===== config.mk =====
export PLATFORM = sky130hd
export DESIGN_NAME = cmt_dly
export DESIGN_NICKNAME = d
export VERILOG_FILES = /design/src/hdl/cmt_dly.sv
export SDC_FILE = /design/constraint.sdc
export NUM_CORES = 1
export LEC_CHECK = 0
export BUFFER_PORTS_ARGS = -buffer_cell sky130_fd_sc_hd__buf_2
export CORE_AREA = 5 5 42 44
export CTS_CLUSTER_DIAMETER = 100
export CTS_CLUSTER_SIZE = 14
export DETAILED_ROUTE_END_ITERATION = 7
export DIE_AREA = 0 0 47 49
export GPL_TIMING_DRIVEN = 0
export PLACE_DENSITY = 0.71
export SLEW_MARGIN = 20
export SYNTH_ARGS = -nofsm -noshare
export SYNTH_HDL_FRONTEND = slang
export SYNTH_SLANG_ARGS = --single-unit

===== constraint.sdc =====
create_clock -name clk -period 0.8 [get_ports clk]
set_input_delay 0.04 -clock clk [delete_from_list [all_inputs] [get_ports clk]]
set_output_delay 0.04 -clock clk [all_outputs]
set_load 0.005 [all_outputs]

===== src/hdl/cmt_dly.sv =====
// Delay line for a word and its valid bit, N register stages.
// Stand-alone; used to align side data with the divider and CORDIC pipes.
module cmt_dly #(
	parameter int W = 8,
	parameter int N = 2
) (
	input  logic         clk,
	input  logic         arst_n,
	input  logic         in_valid,
	input  logic [W-1:0] in_data,
	output logic         out_valid,
	output logic [W-1:0] out_data
);

	logic         vld_q [N];
	logic [W-1:0] dat_q [N];

	always_ff @(posedge clk or negedge arst_n) begin
		if (!arst_n) begin
			for (int k = 0; k < N; k++) vld_q[k] <= 1'b0;
		end else begin
			vld_q[0] <= in_valid;
			for (int k = 1; k < N; k++) vld_q[k] <= vld_q[k-1];
		end
	end

	always_ff @(posedge clk) begin
		dat_q[0] <= in_data;
		for (int k = 1; k < N; k++) dat_q[k] <= dat_q[k-1];
	end

	assign out_valid = vld_q[N-1];
	assign out_data = dat_q[N-1];

endmodule


==> run_results.csv <==
group,metric,value,unit
final_layout,finalNonFillerCells,67,
clock_network,clock_sinks,18,
global_route,groute.layer.met3.usage,3.32,%
yosys,ys_warn_count,0,
yosys,post_synth_main_area_contributors,"sky130_fd_sc_hd__dfxtp_1 74%, sky130_fd_sc_hd__buf_4 14%, sky130_fd_sc_hd__dfrtp_1 12%",
critical_path,critPathArrivalTime,0.76,ns
yosys,synthesis.area_per_instance,16.6,µm²
power_and_ir_drop,irDropWorstVdd,0.00127,V
final_layout,layout-drive-gt1-share,49.0,%
clock_network,cts_setup_buffers,0,
yosys,postSynthRegisterBits,18,
critical_path,critical_path.top_delay_family,"flip-flops",
final_layout,net_count_reported_at_finish,63,
route,drt_drc_violations_left,0,
job,cap_violations,0,
yosys,syn_inst,26,
clock_network,cts_max_path_buffers,2,
final_layout,n_multi_input_combinational_cell,0,
global_route,grt_pass1_vias,244,
global_route,grt_util_met1,8.28,%
timing,share_of_the_clock_period_used_by_the_worst_path,99.8,%
floorplanning,initial_core_utilization,30.7,%
route,vias_per_cell,3.63,
power_and_ir_drop,power.total,1.58,mW
yosys,ys_seq_area_share,86.0,%
final_layout,highest_count_cells_in_the_layout_ignoring_fill_and_taps,"14 x sky130_fd_sc_hd__dfxtp_1, 11 x sky130_fd_sc_hd__buf_2, 10 x sky130_fd_sc_hd__dlygate4sd3_1",
yosys,synthDistinctLibCells,3,
yosys,synth.top_cell.area_share,74.4,%
critical_path,worst-path-max-fanout,1,
timing,setup_viol,0,
placement,placedCellCount,61,
power_and_ir_drop,combPwrFrac,7.0,%
power_and_ir_drop,sw_frac_of_total,17.1,%
timing,unrepaired_setup_endpoints_after_global_routing,"yes",
final_layout,finish.instance_area,674,µm²
final_layout,diodes,0,
route,drt_iter0_drc,2,
critical_path,worst_path_cell_trace,"buf_2",
critical_path,path_buf_inv,1,
floorplanning,coreArea,1400,µm²
global_route,grt_first_pass_wirelength,1.14,mm
yosys,synth_top_area_cell,"sky130_fd_sc_hd__dfxtp_1",
placement,postPlaceCellArea,546,µm²
global_route,initial_antenna_violation_count,0,
placement,gpl.final_weighted_congestion,0.586,
route,detail_route.first_pass.iterations,3,
global_route,groute.usage.overall,7.50,%
timing,slew_headroom,94.3,%
floorplanning,chip_height,49,µm
floorplanning,die_w,47,µm
power_and_ir_drop,net-switching-power,0.270,mW
critical_path,max_stage_delay,0.37,ns
critical_path,cp-start-kind,"register",
power_and_ir_drop,clock_power_share,32.0,%
power_and_ir_drop,leakagePower,0.313,nW
route,finalWirelength,661,µm
timing,final_max_slew_viol_count,0,
final_layout,core_util_final,48.1,%
power_and_ir_drop,power.internal,1.31,mW
placement,io_buffers,19,
hold_path,hold_class,"in2async",
yosys,mappedNetlistArea,430,µm²
floorplanning,placementRows,14,
timing,max_freq,1250,MHz
clock_network,clock_tree.root_cell,"sky130_fd_sc_hd__clkbuf_4",
critical_path,crit_required,0.76,ns
final_layout,area_growth_syn_to_layout,56.7,%
critical_path,critPathSlowestCell,"sky130_fd_sc_hd__dfrtp_1",
critical_path,worst-setup-path-type,"reg2out",
power_and_ir_drop,seqPwrFrac,61.0,%
clock_network,cts-buffers-inserted,3,
timing,hold_ws,0.0673,ns
global_route,gr-usage-met2,10.2,%
clock_network,worst_skew_pair.late_latency,0.27,ns
route,vias,243,
floorplanning,fp.dieArea,2300,µm²
timing,layout_min_cycle_time,0.799,ns
clock_network,clock_slew_at_reported_path_ffs,0.09,ns
timing,hold_viol,0,
power_and_ir_drop,pwr_density_cell,2340,nW/µm²
global_route,gr-max-usage-layer,"met2",
timing,fin_tns_setup,0,ns
route,drt.antenna.violating_nets,0,
critical_path,critPathCaptureType,"output port",
critical_path,timing.rr.start,"vld_q[1]$_DFF_PN0_",
yosys,mappedNetlistNets,37,
critical_path,timing.critical_path.from,"out_valid$_DFF_PN0_",
timing,layout_setup_ws,0.00125,ns
floorplanning,design.portCount,20,
timing,final_clock_skew,0.000377,ns
placement,dp_worst_setup_slack,0.243,ns
final_layout,layout_commonest_cell,"sky130_fd_sc_hd__dfxtp_1",
global_route,grt_max_degree,11,
clock_network,h_tree_lvls,1,
final_layout,multi_input_area,0,µm²
route,wire_per_inst,9.87,µm
clock_network,clock_tree_from_tritoncts,"yes",
status,run_status,"completed",
timing,tightest_slew,0.0859,ns
global_route,grt_remaining_overflow,0,
area by class of cell:
type / count / area (µm²)
clock buffers: 4 / 36.3
fillers: 124 / 727
flip-flops and latches: 18 / 373
well taps: 16 / 20.0
repair buffers: 29 / 245
sequential cells by signal, indices dropped and copies added, names as in the netlist:
register	flops
vld_q	1
dat_q	16
out_valid	1
cells in the mapped netlist:
cell type and number:
sky130_fd_sc_hd__dfrtp_1 2, sky130_fd_sc_hd__dfxtp_1 16, sky130_fd_sc_hd__buf_4 8
cell families (layout without fill, tap and decap cells):
kind of cell	Yosys count	after routing	synth area share (%)
buf+inv	8	33	14.0
flops	18	18	86.0
routing by layer:
metal | up-vias | wire length, µm
met2 | 11 | 370
met1 | 113 | 239
met5 | - | 0
met4 | 0 | 0
met3 | 0 | 50
li1 | 119 | -
power groups by stage:
stage | logic, mW | registers, mW | clock network [mW]
3_3_place_gp | 0.0761 | 0.975 | 0
4_1_cts | 0.111 | 0.963 | 0.531
6_report | 0.111 | 0.963 | 0.506
3_5_place_dp | 0.0783 | 0.978 | 0
2_1_floorplan | 0.0321 | 0.974 | 0
5_1_grt | 0.120 | 0.968 | 0.563
path summary, 6_finish.rpt:
check / end / slack [ns] / cells past startpoint
max: out_valid / 0.001 / 1
min: vld_q[1]$_DFF_PN0_ / 0.07 / 2
max reg2reg: out_valid$_DFF_PN0_ / 0.33 / 0
min reg2reg: dat_q[0][11]$_DFF_P_ / 0.33 / 0
max in group asynchronous: out_valid$_DFF_PN0_ / 0.64 / 2
min in group clk: dat_q[0][11]$_DFF_P_ / 0.33 / 0
timing repair:
item | CTS | global route
endpoints found under the hold margin | 11 | 0
endpoints found under the setup margin | 9 | 2
gates resized for setup | 9 | 1
hold buffers | 10 | 0
(Power assumes the default switching activity.)
