## src/hdl/cmt_div.sv

```systemverilog
// Pipelined restoring divider, one quotient bit per stage, rounded half up at the end.
// Requires num >> QW below den. Uses cmt_pkg for nothing; stand-alone.
module cmt_div #(
	parameter int DW = 11,
	parameter int QW = 32
) (
	input  logic               clk,
	input  logic [DW+QW-1:0]   num,
	input  logic [DW-1:0]      den,
	output logic [QW-1:0]      quo
);

	logic [DW-1:0] rem_s [QW+1];
	logic [QW-1:0] numr_s [QW+1];
	logic [QW-1:0] quo_s [QW+1];
	logic [DW-1:0] den_s [QW+1];
	logic          bump;

	assign rem_s[0] = num[DW+QW-1:QW];
	assign numr_s[0] = num[QW-1:0];
	assign quo_s[0] = '0;
	assign den_s[0] = den;

	for (genvar k = 0; k < QW; k++) begin : g_step
		logic [DW:0] trial;
		logic        ge;
		logic [DW:0] diff;
		assign trial = {rem_s[k], numr_s[k][QW-1]};
		assign ge = trial >= {1'b0, den_s[k]};
		assign diff = trial - {1'b0, den_s[k]};
		always_ff @(posedge clk) begin
			rem_s[k+1] <= ge ? diff[DW-1:0] : trial[DW-1:0];
			numr_s[k+1] <= {numr_s[k][QW-2:0], 1'b0};
			quo_s[k+1] <= {quo_s[k][QW-2:0], ge};
			den_s[k+1] <= den_s[k];
		end
	end

	assign bump = ({1'b0, rem_s[QW]} + {2'b0, den_s[QW][DW-1:1]}) >= {1'b0, den_s[QW]};

	always_ff @(posedge clk) begin
		quo <= quo_s[QW] + QW'(bump);
	end

endmodule

```

## config.mk

```make
export PLATFORM = sky130hd
export DESIGN_NAME = cmt_div
export DESIGN_NICKNAME = d
export VERILOG_FILES = /design/src/hdl/cmt_div.sv
export SDC_FILE = /design/constraint.sdc
export NUM_CORES = 2
export LEC_CHECK = 0
export ABC_AREA = 1
export BUFFER_PORTS_ARGS = -buffer_cell sky130_fd_sc_hd__clkbuf_2
export CORE_ASPECT_RATIO = 1.25
export CORE_MARGIN = 2
export CORE_UTILIZATION = 45
export DETAILED_ROUTE_END_ITERATION = 6
export GPL_TIMING_DRIVEN = 0
export SKIP_LAST_GASP = 1
export SYNTH_ARGS = -nofsm -noshare
export SYNTH_HDL_FRONTEND = slang
export SYNTH_SLANG_ARGS = --single-unit
```

## constraint.sdc

```tcl
create_clock -name clk -period 5 [get_ports clk]
set_input_delay 1 -clock clk [delete_from_list [all_inputs] [get_ports clk]]
set_output_delay 1 -clock clk [all_outputs]
set_load 0.1 [all_outputs]
```

==> impl_metrics.yaml <==
drt:
  tritonroute_pass_1_iters: 7
  avgRoutedWirePerCell_um: 13.5
  drtAntennaViolNets: 0
  drt_first_iter_violations: 1364
  detail_route.wirelength_mm: 122
  drc: 0
  route.vias.total: 41293
  drt-vias-per-instance: 4.55
clock_network:
  tritoncts: "done"
  cts_repair_resize_count: 0
  clock_pin_transition_on_the_worst_setup_and_hold_timing_paths_ns: 0.07
  max-clock-path-buffers: 3
  clkLatencyLatePin_ns: 0.79
  cts_hold_repair.buffers: 0
  clock_sinks: 1760
  post_cts.repair.setup_buffers: 0
  cts-htree-levels: 4
  clockRootBuffer: "sky130_fd_sc_hd__clkbuf_16"
  cts_buffers: 165
critical_path:
  critical_path.cell_chain: "ha_1 -> fa_1 -> nand3_1 -> nand2_1 -> a21oi_1 -> xnor2_1 -> ha_1 -> nand2_1 -> nor2_1 -> a211oi_1 -> nand2_1 -> nand2_1 -> nand2_1 -> ha_1 -> nand3_2 -> nor3_1 -> nand2_1 -> xnor2_1"
  cp_slowest_cell: "sky130_fd_sc_hd__nor3_1"
  worstSetupStartpoint: "rem_s[0]"
  type_of_origin_of_the_critical_path: "flop"
  worst_ep_required_time_ns: 5.66
  timing.setup.critical_path_class: "reg -> reg"
  crit_arrival_ns: 4.37
  critical-path-max-stage-delay_ns: 0.61
  worst_r2r_startpoint: "rem_s[0]"
  critical-path-top-cell-by-count: "sky130_fd_sc_hd__nand2_1"
  worst-path-max-fanout: 6
  element_type_at_the_critical_path_end: "flop"
floorplanning:
  chipWidth_um: 346
  effective_utilization_at_floorplan_pct: 45.3
  placement_rows: 156
  design.portCount: 87
  dieArea_sq_mm: 0.149
  fp.dieH_um: 431
  floorplan.core_area_sq_mm: 0.145
run:
  max_cap_violations: 0
timing:
  final.setup.tns_ns: 0
  post-route-worst-setup-slack_ns: 1.29
  setup_viol: 0
  hold_violation_total_from_the_final_report: 0
  fmax_mhz: 269
  post-route-period-util_pct: 74.2
  slew_viol_final: 0
  worst_hold_margin_ns: 0.308
  worst_pin_slew_ns: 0.657
  finClkSkew_ns: 0.0230
  timing.max_slew.rel_slack_pct: 55.9
  rsz0062_at_grt: "false"
  min_period_ns: 3.71
placement:
  finalWeightedCongestion: 0.911
  dp_worst_setup_slack_ns: 1.30
  number_of_buffers_inserted_by_port_buffering: 86
  hpwl_mm: 96.3
  placement.cell_area_sq_mm: 0.0685
global_route:
  grt_pass1_wl_mm: 204
  grt_max_degree: 18
  grt_pass1_vias: 41544
  grt_overflow: 0
  antenna_found_initial: 0
  grtUsageTotal_pct: 16.7
cells_and_area:
  multiInputGateArea_sq_mm: 0.0256
  post_route_cells_drive_above_1_share_pct: 15.9
  postLayoutCellArea_sq_mm: 0.0740
  design.final.nets: 7507
  fillCellCount: 13412
  layout-area-overhead-vs-synth_pct: 12.7
  seq_area_sq_mm: 0.0352
  insertedDiodeCount: 0
power:
  leakagePower_nw: 36.5
  pwr_density_cell_mw_per_mm2: 723
  ir_worst_vdd_v: 0.000389
logic_synthesis:
  ys_dominant_reg_cell: "sky130_fd_sc_hd__dfxtp_1"
  synth.lib_cells_used.distinct: 36
  mean_cell_area_of_the_mapped_netlist_sq_um: 9.67
  number_of_synthesized_flops_with_an_enable_pin: 0
  ys_top_cells_by_area: "sky130_fd_sc_hd__dfxtp_1, sky130_fd_sc_hd__nand2_1, sky130_fd_sc_hd__ha_1"
  share_of_the_yosys_chip_area_belonging_to_registers_pct: 53.7
  netlist_top_cells_count: "sky130_fd_sc_hd__dfxtp_1, sky130_fd_sc_hd__nand2_1, sky130_fd_sc_hd__inv_1"
  yosysTopAreaCell: "sky130_fd_sc_hd__dfxtp_1"
  synth_most_common_cell: "sky130_fd_sc_hd__dfxtp_1"
  synthesis.area_sq_mm: 0.0656
  post_synth_top_area_share_pct: 53.7
  synthesis.instances: 6790
  synthesis.yosys.warnings: 0
  synth.net_count: 7254
  synthArstFlopShare_pct: 0
  flops_latches_synth: 1760
worst_hold_path:
  hold_path_class: "in -> reg"
  hold_start: "num[25]"
outcome:
  result_of_the_run: "finished clean"
final cells by class:
type | instances | share of cell area [%]
Sequential cell | 1760 | 47.6
Buffer | 32 | 0.845
Tap cell | 1896 | 3.21
Multi-Input combinational cell | 3873 | 34.5
Inverter | 1125 | 5.71
Clock buffer | 208 | 6.21
Timing Repair Buffer | 86 | 0.582
Clock inverter | 88 | 1.30
worst paths after layout:
kind | to | cells after the start | slack (ns)
worst max-delay path | quo[29] | 18 | 1.29
worst min-delay path | numr_s[1018] | 1 | 0.31
worst max register to register | quo[29] | 18 | 1.29
worst min register to register | numr_s[887] | 0 | 0.31
sequential cells by signal, summed over array words and instances, names as in the netlist:
register,count
g_step.trial,372
quo,32
quo_s,528
den_s,352
rem_s,11
numr_s,465
through the flow:
step	instances	power, mW	util (%)
2_1_floorplan	6790	36.7	-
5_1_grt	9068	57.7	51.1
3_5_place_dp	8772	41.5	47.3
4_1_cts	9068	54.3	51.1
6_report	9068	53.5	51.1
3_3_place_gp	8772	41.3	47.3
metal layers:
metal	GRT usage, %	vias up	share of wire [%]
met5	0	-	0
met1	18.1	18563	41
met4	7.50	0	3.8
li1	-	21885	-
met2	31.8	567	53
met3	2.58	278	2.9
logic make-up after synthesis:
| group | count (synthesis) | share of synthesized area (%) |
|---|---|---|
| simple gates | 2707 | 21.8 |
| xor+xnor | 197 | 2.63 |
| buf+inv | 1157 | 7.39 |
| flops | 1760 | 53.7 |
| fa+ha+maj | 409 | 8.17 |
| compound gates | 560 | 6.37 |
where the power goes:
group / internal, mW / leakage [nW] / switching [mW] / total (mW)
logic: 7.73 / 19.0 / 13.4 / 21.1
clock network: 7.24 / 2.72 / 5.23 / 12.5
registers: 18.1 / 14.8 / 1.75 / 19.9
worst max-delay path, delay by kind of cell, from the launching register on:
| kind | cells | cell delay, ns |
|---|---|---|
| flip-flops | 1 | 0.30 |
| adder cells (fa/ha/maj) | 4 | 1.12 |
| AND/OR/NAND/NOR | 10 | 1.53 |
| XOR/XNOR | 2 | 0.29 |
| AO/OA/AOI/OAI | 2 | 0.36 |
cell usage in the layout (no fill, tap or decap), drive strengths merged, types with 3 or more instances in the layout:
cell and n:
a21boi 33, a21o 34, a21oi 199, buf 32, bufinv 13, clkbuf 294, clkinv 46, clkinvlp 14
dfxtp 1760, fa 33, ha 376, inv 1140, nand2 1608, nand3 404, nand3b 34, nand4 199
nor2 414, nor3 15, o21a 32, o21ai 257, o21bai 3, or2 33, xnor2 47, xor2 150
No activity file was read; power rests on OpenSTA's default activity.
