==> config.mk <==
export PLATFORM = sky130hd
export DESIGN_NAME = cmt_emit
export DESIGN_NICKNAME = d
export VERILOG_FILES = /design/src/hdl/cmt_pkg.sv /design/src/hdl/cmt_emit.sv
export SDC_FILE = /design/constraint.sdc
export NUM_CORES = 1
export LEC_CHECK = 0
export BUFFER_PORTS_ARGS = -buffer_cell sky130_fd_sc_hd__clkbuf_2
export CAP_MARGIN = 20
export CORE_AREA = 2 2 172 174
export CTS_CLUSTER_DIAMETER = 100
export DETAILED_ROUTE_END_ITERATION = 7
export DIE_AREA = 0 0 174 176
export GPL_ROUTABILITY_DRIVEN = 0
export PLACE_DENSITY_LB_ADDON = 0.2
export SLEW_MARGIN = 10
export SYNTH_ARGS = -nofsm -noshare
export SYNTH_HDL_FRONTEND = slang
export SYNTH_SLANG_ARGS = --single-unit
==> constraint.sdc <==
create_clock -name clk -period 3 [get_ports clk]
set_clock_uncertainty 0.05 [all_clocks]
set_input_delay 0.6 -clock clk [delete_from_list [all_inputs] [get_ports clk]]
set_output_delay 0.6 -clock clk [all_outputs]
set_load 0.02 [all_outputs]
==> src/hdl/cmt_pkg.sv <==
// Shared types and constants for the cylinder mesh tessellator.
// Holds pipeline latencies, the CORDIC arc table, register indexes and the vertex word.
// No dependencies.
package cmt_pkg;

	localparam int DIV_STEPS = 32;
	localparam int DIV_LAT = DIV_STEPS + 1;
	localparam int CORDIC_STEPS = 20;
	localparam int CORDIC_LAT = CORDIC_STEPS + 2;

	localparam logic signed [33:0] CORDIC_GAIN = 34'sd652032874;

	localparam logic [29:0] ATAN_TURN [CORDIC_STEPS] = '{
		30'd536870912, 30'd316933406, 30'd167458907, 30'd85004756, 30'd42667331,
		30'd21354465, 30'd10679838, 30'd5340245, 30'd2670163, 30'd1335087,
		30'd667544, 30'd333772, 30'd166886, 30'd83443, 30'd41722,
		30'd20861, 30'd10430, 30'd5215, 30'd2608, 30'd1304
	};

	localparam logic [2:0] REG_RADIUS_BASE = 3'd0;
	localparam logic [2:0] REG_RADIUS_TOP = 3'd1;
	localparam logic [2:0] REG_CYL_HEIGHT = 3'd2;
	localparam logic [2:0] REG_SLICE_COUNT = 3'd3;
	localparam logic [2:0] REG_STACK_COUNT = 3'd4;

	typedef struct packed {
		logic signed [31:0] px;
		logic signed [31:0] py;
		logic signed [31:0] pz;
		logic [16:0] tu;
		logic [16:0] tv;
		logic signed [17:0] nx;
		logic signed [17:0] nz;
		logic border;
		logic [20:0] first;
		logic [20:0] second;
	} vtx_t;

endpackage

==> src/hdl/cmt_emit.sv <==
// Result sequencer: one word for a border vertex, two triangle words for an interior one.
// Depends on cmt_pkg for the vertex word.
module cmt_emit (
	input  logic                clk,
	input  logic                arst_n,
	input  logic                in_valid,
	input  cmt_pkg::vtx_t       in_vtx,
	output logic                strobe,
	output logic signed [31:0]  pos_x,
	output logic signed [31:0]  pos_y,
	output logic signed [31:0]  pos_z,
	output logic [16:0]         tex_u,
	output logic [16:0]         tex_v,
	output logic signed [17:0]  norm_x,
	output logic signed [17:0]  norm_z,
	output logic                tri_valid,
	output logic [20:0]         tri_idx_a,
	output logic [20:0]         tri_idx_b,
	output logic [20:0]         tri_idx_c,
	output logic                last_result
);

	logic        strobe_q;
	logic        pend_q;
	logic        last_q;
	logic [20:0] second_q;

	always_ff @(posedge clk or negedge arst_n) begin
		if (!arst_n) begin
			strobe_q <= 1'b0;
			pend_q <= 1'b0;
			last_q <= 1'b0;
		end else begin
			strobe_q <= in_valid | pend_q;
			pend_q <= in_valid & ~in_vtx.border;
			if (in_valid) last_q <= in_vtx.border;
			else if (pend_q) last_q <= 1'b1;
		end
	end

	always_ff @(posedge clk) begin
		if (in_valid) begin
			pos_x <= in_vtx.px;
			pos_y <= in_vtx.py;
			pos_z <= in_vtx.pz;
			tex_u <= in_vtx.tu;
			tex_v <= in_vtx.tv;
			norm_x <= in_vtx.nx;
			norm_z <= in_vtx.nz;
			second_q <= in_vtx.second;
			tri_valid <= ~in_vtx.border;
			tri_idx_a <= in_vtx.border ? '0 : in_vtx.first + 21'd1;
			tri_idx_b <= in_vtx.border ? '0 : in_vtx.second + 21'd1;
			tri_idx_c <= in_vtx.border ? '0 : in_vtx.first;
		end else if (pend_q) begin
			tri_idx_a <= second_q + 21'd1;
			tri_idx_b <= second_q;
		end
	end

	assign strobe = strobe_q;
	assign last_result = last_q;

	a_no_overlap: assert property (@(posedge clk) disable iff (!arst_n)
		pend_q |-> !in_valid) else $error("vertex arrived during second triangle");
	a_pair: assert property (@(posedge clk) disable iff (!arst_n)
		strobe_q && !last_q |=> strobe_q && last_q) else $error("second triangle missing");
	a_border_last: assert property (@(posedge clk) disable iff (!arst_n)
		strobe_q && !tri_valid |-> last_q) else $error("border word not last");

endmodule

==> run summary, run 1 <==
Status - completed
Setup TNS - 0 ps
Initial core utilization - 0.3276
ANT nets after route - 0
Synthesized Nets - 717
Vias/cell - 4.495
Die Ht - 176 µm
Worst ir drop on vdd - 0.3514 mV
H-tree levels - 1
First-pass GRT wire length - 39.36 mm
Tot Pwr - 8.877 mW
Commonest non-fill, non-tap cell in the layout - clkbuf_2
Crit path launch type - register
# rows - 62
CP Class - register to register
Yosys cell types - 40
Die Width - 174 µm
Fin cells - 1375
CTS max path bufs - 3
Root buf cell - clkbuf_16
Hold Slack - 193.1 ps
Gate Count Post-Synth - 502
Most frequent cells in the layout - clkbuf_2 (442), edfxtp_1 (251), nand3_1 (31)
YS warnings - 0
Avg Cell Area, Syn - 18.63 µm²
Antenna violations before repair - 1
Worst slew margin - 0.4416
Unrepaired setup endpoints after global routing - no
Placed cell count - 1320
Core Footprint - 28550 µm²
Fin crit share - 0.6727
Post-synth top area share - 0.8060
Setup bufs post-CTS - 0
Worst Hold Class - input port to register
Number of synthesized flops with an enable pin - 251
Worst slew pin tran - 837.6 ps
CTS clk-pin slew, worst paths - 60 ps
Vias - 6180
Drt pass-1 iters - 4
Register area share after synthesis - 0.8140
Avg WL per Cell - 20.17 µm
Max cap viols - 0
Crit path required time - 3230 ps
Vias in the first global route - 6107
Total GRT Usage - 0.1720
Routed WL - 27.74 mm
Power Dens Cells - 682.0 nW/µm²
Ys async rst share - 0.01181
Flops & latches, synth - 254
NumNets Final - 1183
Main flop type after synthesis - edfxtp_1
Grt ovf - 0
Mapped cell area - 9351 µm²
Residual DRC - 0
Detailed Place HPWL - 21.19 mm
Pin count of the biggest net entering global routing - 157
Total CTS buffers - 29
Pins Over Slew Limit - 0
Setup violators final - 0
CP endpoint kind - register
Top cells by area, synth - edfxtp_1 (81%), xor2_1 (2.7%), xnor2_1 (2.2%)
Synth-to-layout area growth - 39.19%
Initial drt markers - 474
Clk sink count - 254
I/O pins - 444
Die Area - 30620 µm²
Hold_buf cts - 1
Leakage - 5.449 nW
Clk Latency, worst-skew pair - 530 ps
Share of layout cells above drive strength 1 - 0.5061
Fin crit period - 2018 ps
Worst Path Max Fanout - 6
Synth area leader - edfxtp_1
F_max - 495.5 MHz
CTS resizes - 0
Crit path DAT - 2250 ps
Final Hold Viols - 0
Buffers on Ports - 443
CTS tree - built
## cells in the mapped netlist (all sizes together), types with 2 or more instances
cell type and n:
a21oi 3, a22o 16, and2 2, and3 9, and4 5, clkbuf 14
clkinv 2, dfrtp 3, edfxtp 251, ha 3, inv 8, nand2 15
nand3 32, nand4 13, nor2 12, nor2b 18, nor3 4, nor4 7
o21ai 3, o22ai 16, o2bb2ai 2, o31ai 2, or3 2, xnor2 24
xor2 29
## sequential cells by signal, summed over array words and instances (netlist names)
register,flops
pos_z,32
tri_idx_a,21
tex_v,17
strobe,1
tri_idx_b,21
pos_y,32
second_q,21
norm_x,18
tri_valid,1
tri_idx_c,21
norm_z,18
pos_x,32
last_result,1
tex_u,17
pend_q,1
## cell type report
type | count | area, µm²
flip-flops and latches | 254 | 7612
fillers | 2646 | 15530
diodes | 1 | 2.502
clock inverters | 16 | 176.4
repair buffers | 450 | 2307
inverters | 10 | 37.54
multi-input cells | 223 | 1644
clock buffers | 37 | 755.7
well taps | 384 | 480.5
## metrics by stage
step,setup WS [ps],utilization,cell area [µm²]
finish,981.8,0.4560,13020
global route,850.5,0.4559,13010
CTS,966.0,0.4559,13010
detailed placement,567.2,0.4229,12070
global placement,595.1,0.4229,12070
floorplan,963.4,-,9351
## worst max-delay path, cell delays in order (launching register included)
cell and delay, ps:
edfxtp_1 460, ha_1 340, nand3_1 160, nor3_4 260
nand2_1 110, xnor2_1 130, mux2_4 260
## logic make-up (layout without fill, tap and decap cells)
kind of cell               after synthesis  in the layout  synth area share
xor gates and xnor gates                53             53           0.04964
other                                    0              1                 0
adders and majority gates                3              3          0.004014
buffers and inverters                   25            513           0.01017
AOI/OAI and AO/OA                       45             45           0.03546
and+or+nand+nor                        120            120           0.08402
muxes                                    2              2          0.002676
DFF                                    254            254            0.8140
## path summary, 6_finish.rpt
| check | from | to | slack, ps | cells after the start |
|---|---|---|---|---|
| setup / recovery | second_q[0] | tri_idx_a[16] | 980 | 6 |
| hold / removal | in_vtx[52] | norm_z[9] | 190 | 1 |
| setup reg to reg | second_q[0] | tri_idx_a[16] | 980 | 6 |
| hold reg to reg | last_result | last_result | 450 | 1 |
| max in group asynchronous | arst_n | pend_q | 2420 | 2 |
| min in group asynchronous | arst_n | strobe | 350 | 2 |
## layer usage
layer  vias up  track usage  routed length (µm)
met1      2977       0.1915                9956
met3        44      0.05986                2673
met2       270       0.3113               14340
li1       2887            -                   -
met4         2      0.05007                 758
met5         -            0                  13
## power breakdown
part	switching [mW]	internal, mW
Clock	1.37	2.11
Combinational	0.709	0.347
Sequential	0.104	4.23
(Power assumes the default switching activity.)
==> inputs of run 2 (changes only) <==
- CORE_AREA: 2 2 172 174 -> 2 2 171 173
- DIE_AREA: 0 0 174 176 -> 0 0 173 175
- clock period: 3 -> 1.8 ns (I/O delays scaled with it)
==> run 2 against run 1 <==
Against the previous run: critical path depth did not move; largest cell class unchanged; highest routed layer unchanged; setup slack got worse by 930 ps; global-route usage rose by 3.0 points; total power rose by 72%; wire length rose by 14%; count of clock-buffer cells in the layout fell by 5; critical endpoint unchanged; sequential power rose by 66%; sequential share of layout area fell by 8.6 points; register-to-register slack got worse by 930 ps.
==> run summary, run 2 (synthesis gave the netlist of run 1 again) <==
Worst Path Max Fanout - 5
Grt ovf - 0
Slowest stage delay, CP - 340 ps
Slowest CP cell - edfxtp_1
Worst slew pin tran - 716.6 ps
First-pass GRT wire length - 46.26 mm
# rows - 62
Buffers on Ports - 443
Fin crit share - 0.9689
I/O pins - 444
Share of layout cells above drive strength 1 - 0.4633
CTS tree - built
Avg WL per Cell - 19.60 µm
Max cap viols - 0
Commonest non-fill, non-tap cell in the layout - clkbuf_2
Root buf cell - clkbuf_16
Unrepaired setup endpoints after global routing - no
Final Cell Area - 15270 µm²
Crit path launch type - register
Fin crit period - 1744 ps
F_max - 573.4 MHz
Buf/Inv on CP - 0
Initial drt markers - 422
Crit path DAT - 1980 ps
CP Class - register to register
Vias/cell - 4.490
Drt pass-1 iters - 4
Residual DRC - 0
Worst ir drop on vdd - 0.5894 mV
Clk sink count - 254
M2 GR Usage - 0.3645
Leakage - 6.487 nW
Vias - 7252
H-tree levels - 1
Power Dens Cells - 997.6 nW/µm²
Most frequent cells in the layout - clkbuf_2 (442), edfxtp_1 (251), dlygate4sd3_1 (173)
CP endpoint kind - register
Die Area - 30280 µm²
Core Footprint - 28390 µm²
Total CTS buffers - 28
Routed WL - 31.65 mm
Regs by FF count - pos_x: 32 flops, pos_y: 32 flops, pos_z: 32 flops
Synth-to-layout area growth - 63.29%
Total GRT Usage - 0.2019
Gr busiest metal - met2
Pin count of the biggest net entering global routing - 103
Antenna violations before repair - 7
Initial core utilization - 0.3294
Vias in the first global route - 7375
Clk Latency, worst-skew pair - 530 ps
Cell Area, Placed - 12580 µm²
Met1 Use GR - 0.2281
Final Hold Viols - 0
Met3 GRT Util - 0.05483
Crit path required time - 2040 ps
Worst Hold Class - input port to register
CTS max path bufs - 3
Die Ht - 175 µm
Fin cells - 1615
Status - completed
Die Width - 173 µm
Crit path cell chain - ha_1 > nand3_1 > nor3_4 > nand2_1 > xnor2_1 > mux2_4
NumNets Final - 1421
Pins Over Slew Limit - 0
Top delay family on crit path - simple AND/OR/NAND/NOR gates
Placed cell count - 1386
Worst slew margin - 0.5223
Setup violators final - 0
ANT nets after route - 0
CTS clk-pin slew, worst paths - 60 ps
Detailed Place HPWL - 22.77 mm
-- run 2: report_power, final --
part / leakage, nW / total (mW) / internal (mW) / switching [mW]
sequential: 2.51 / 7.22 / 7.05 / 0.170
clock: 0.448 / 5.78 / 3.48 / 2.30
combinational: 3.53 / 2.23 / 0.913 / 1.31
-- run 2: what timing repair did --
action | in CTS | in global routing
endpoints found under the hold margin | 175 | 0
resized for setup | 0 | 2
setup endpoints to repair | 2 | 4
setup buffers | 0 | 1
pin swaps | 1 | 2
hold buffers | 173 | 0
-- run 2: final cells by class --
type | instances | area, µm²
inverters | 10 | 37.54
flip-flops and latches | 254 | 7612
multi-input cells | 223 | 1660
repair buffers | 689 | 4544
clock buffers | 32 | 737.0
clock inverters | 18 | 185.2
diodes | 5 | 12.51
fillers | 2432 | 13120
well taps | 384 | 480.5
-- run 2: path summary, 6_finish.rpt --
| check | startpoint | endpoint | slack (ps) | depth (start not counted) |
|---|---|---|---|---|
| max in group asynchronous | arst_n | pend_q | 1460 | 2 |
| min in group asynchronous | arst_n | last_result | 120 | 2 |
| min reg2reg | last_result | last_result | 460 | 1 |
| max reg2reg | second_q[0] | tri_idx_a[16] | 60 | 6 |
| max | second_q[0] | tri_idx_a[16] | 60 | 6 |
| min | in_vtx[15] | second_q[15] | 30 | 1 |
-- run 2: routing by layer --
layer | vias to the layer above | part of all wire | wire (µm)
met2 | 292 | 0.52 | 16590
met4 | 4 | 0.036 | 1139
met3 | 63 | 0.070 | 2226
li1 | 3373 | - | -
met5 | - | 0.00073 | 23
met1 | 3520 | 0.37 | 11670
-- run 2: metrics by stage --
stage          utilization  power, mW  setup TNS, ps  hold WS (ps)  setup slack [ps]
2_1_floorplan            -      8.167              0         14.41             3.374
3_3_place_gp        0.4431      9.237          -1159         120.2            -186.5
3_5_place_dp        0.4431      9.261          -1453         118.3            -185.6
4_1_cts             0.5365      15.38              0         4.708             2.572
5_1_grt             0.5377      15.77              0         18.16             6.916
6_report            0.5378      15.23              0         31.33             55.97
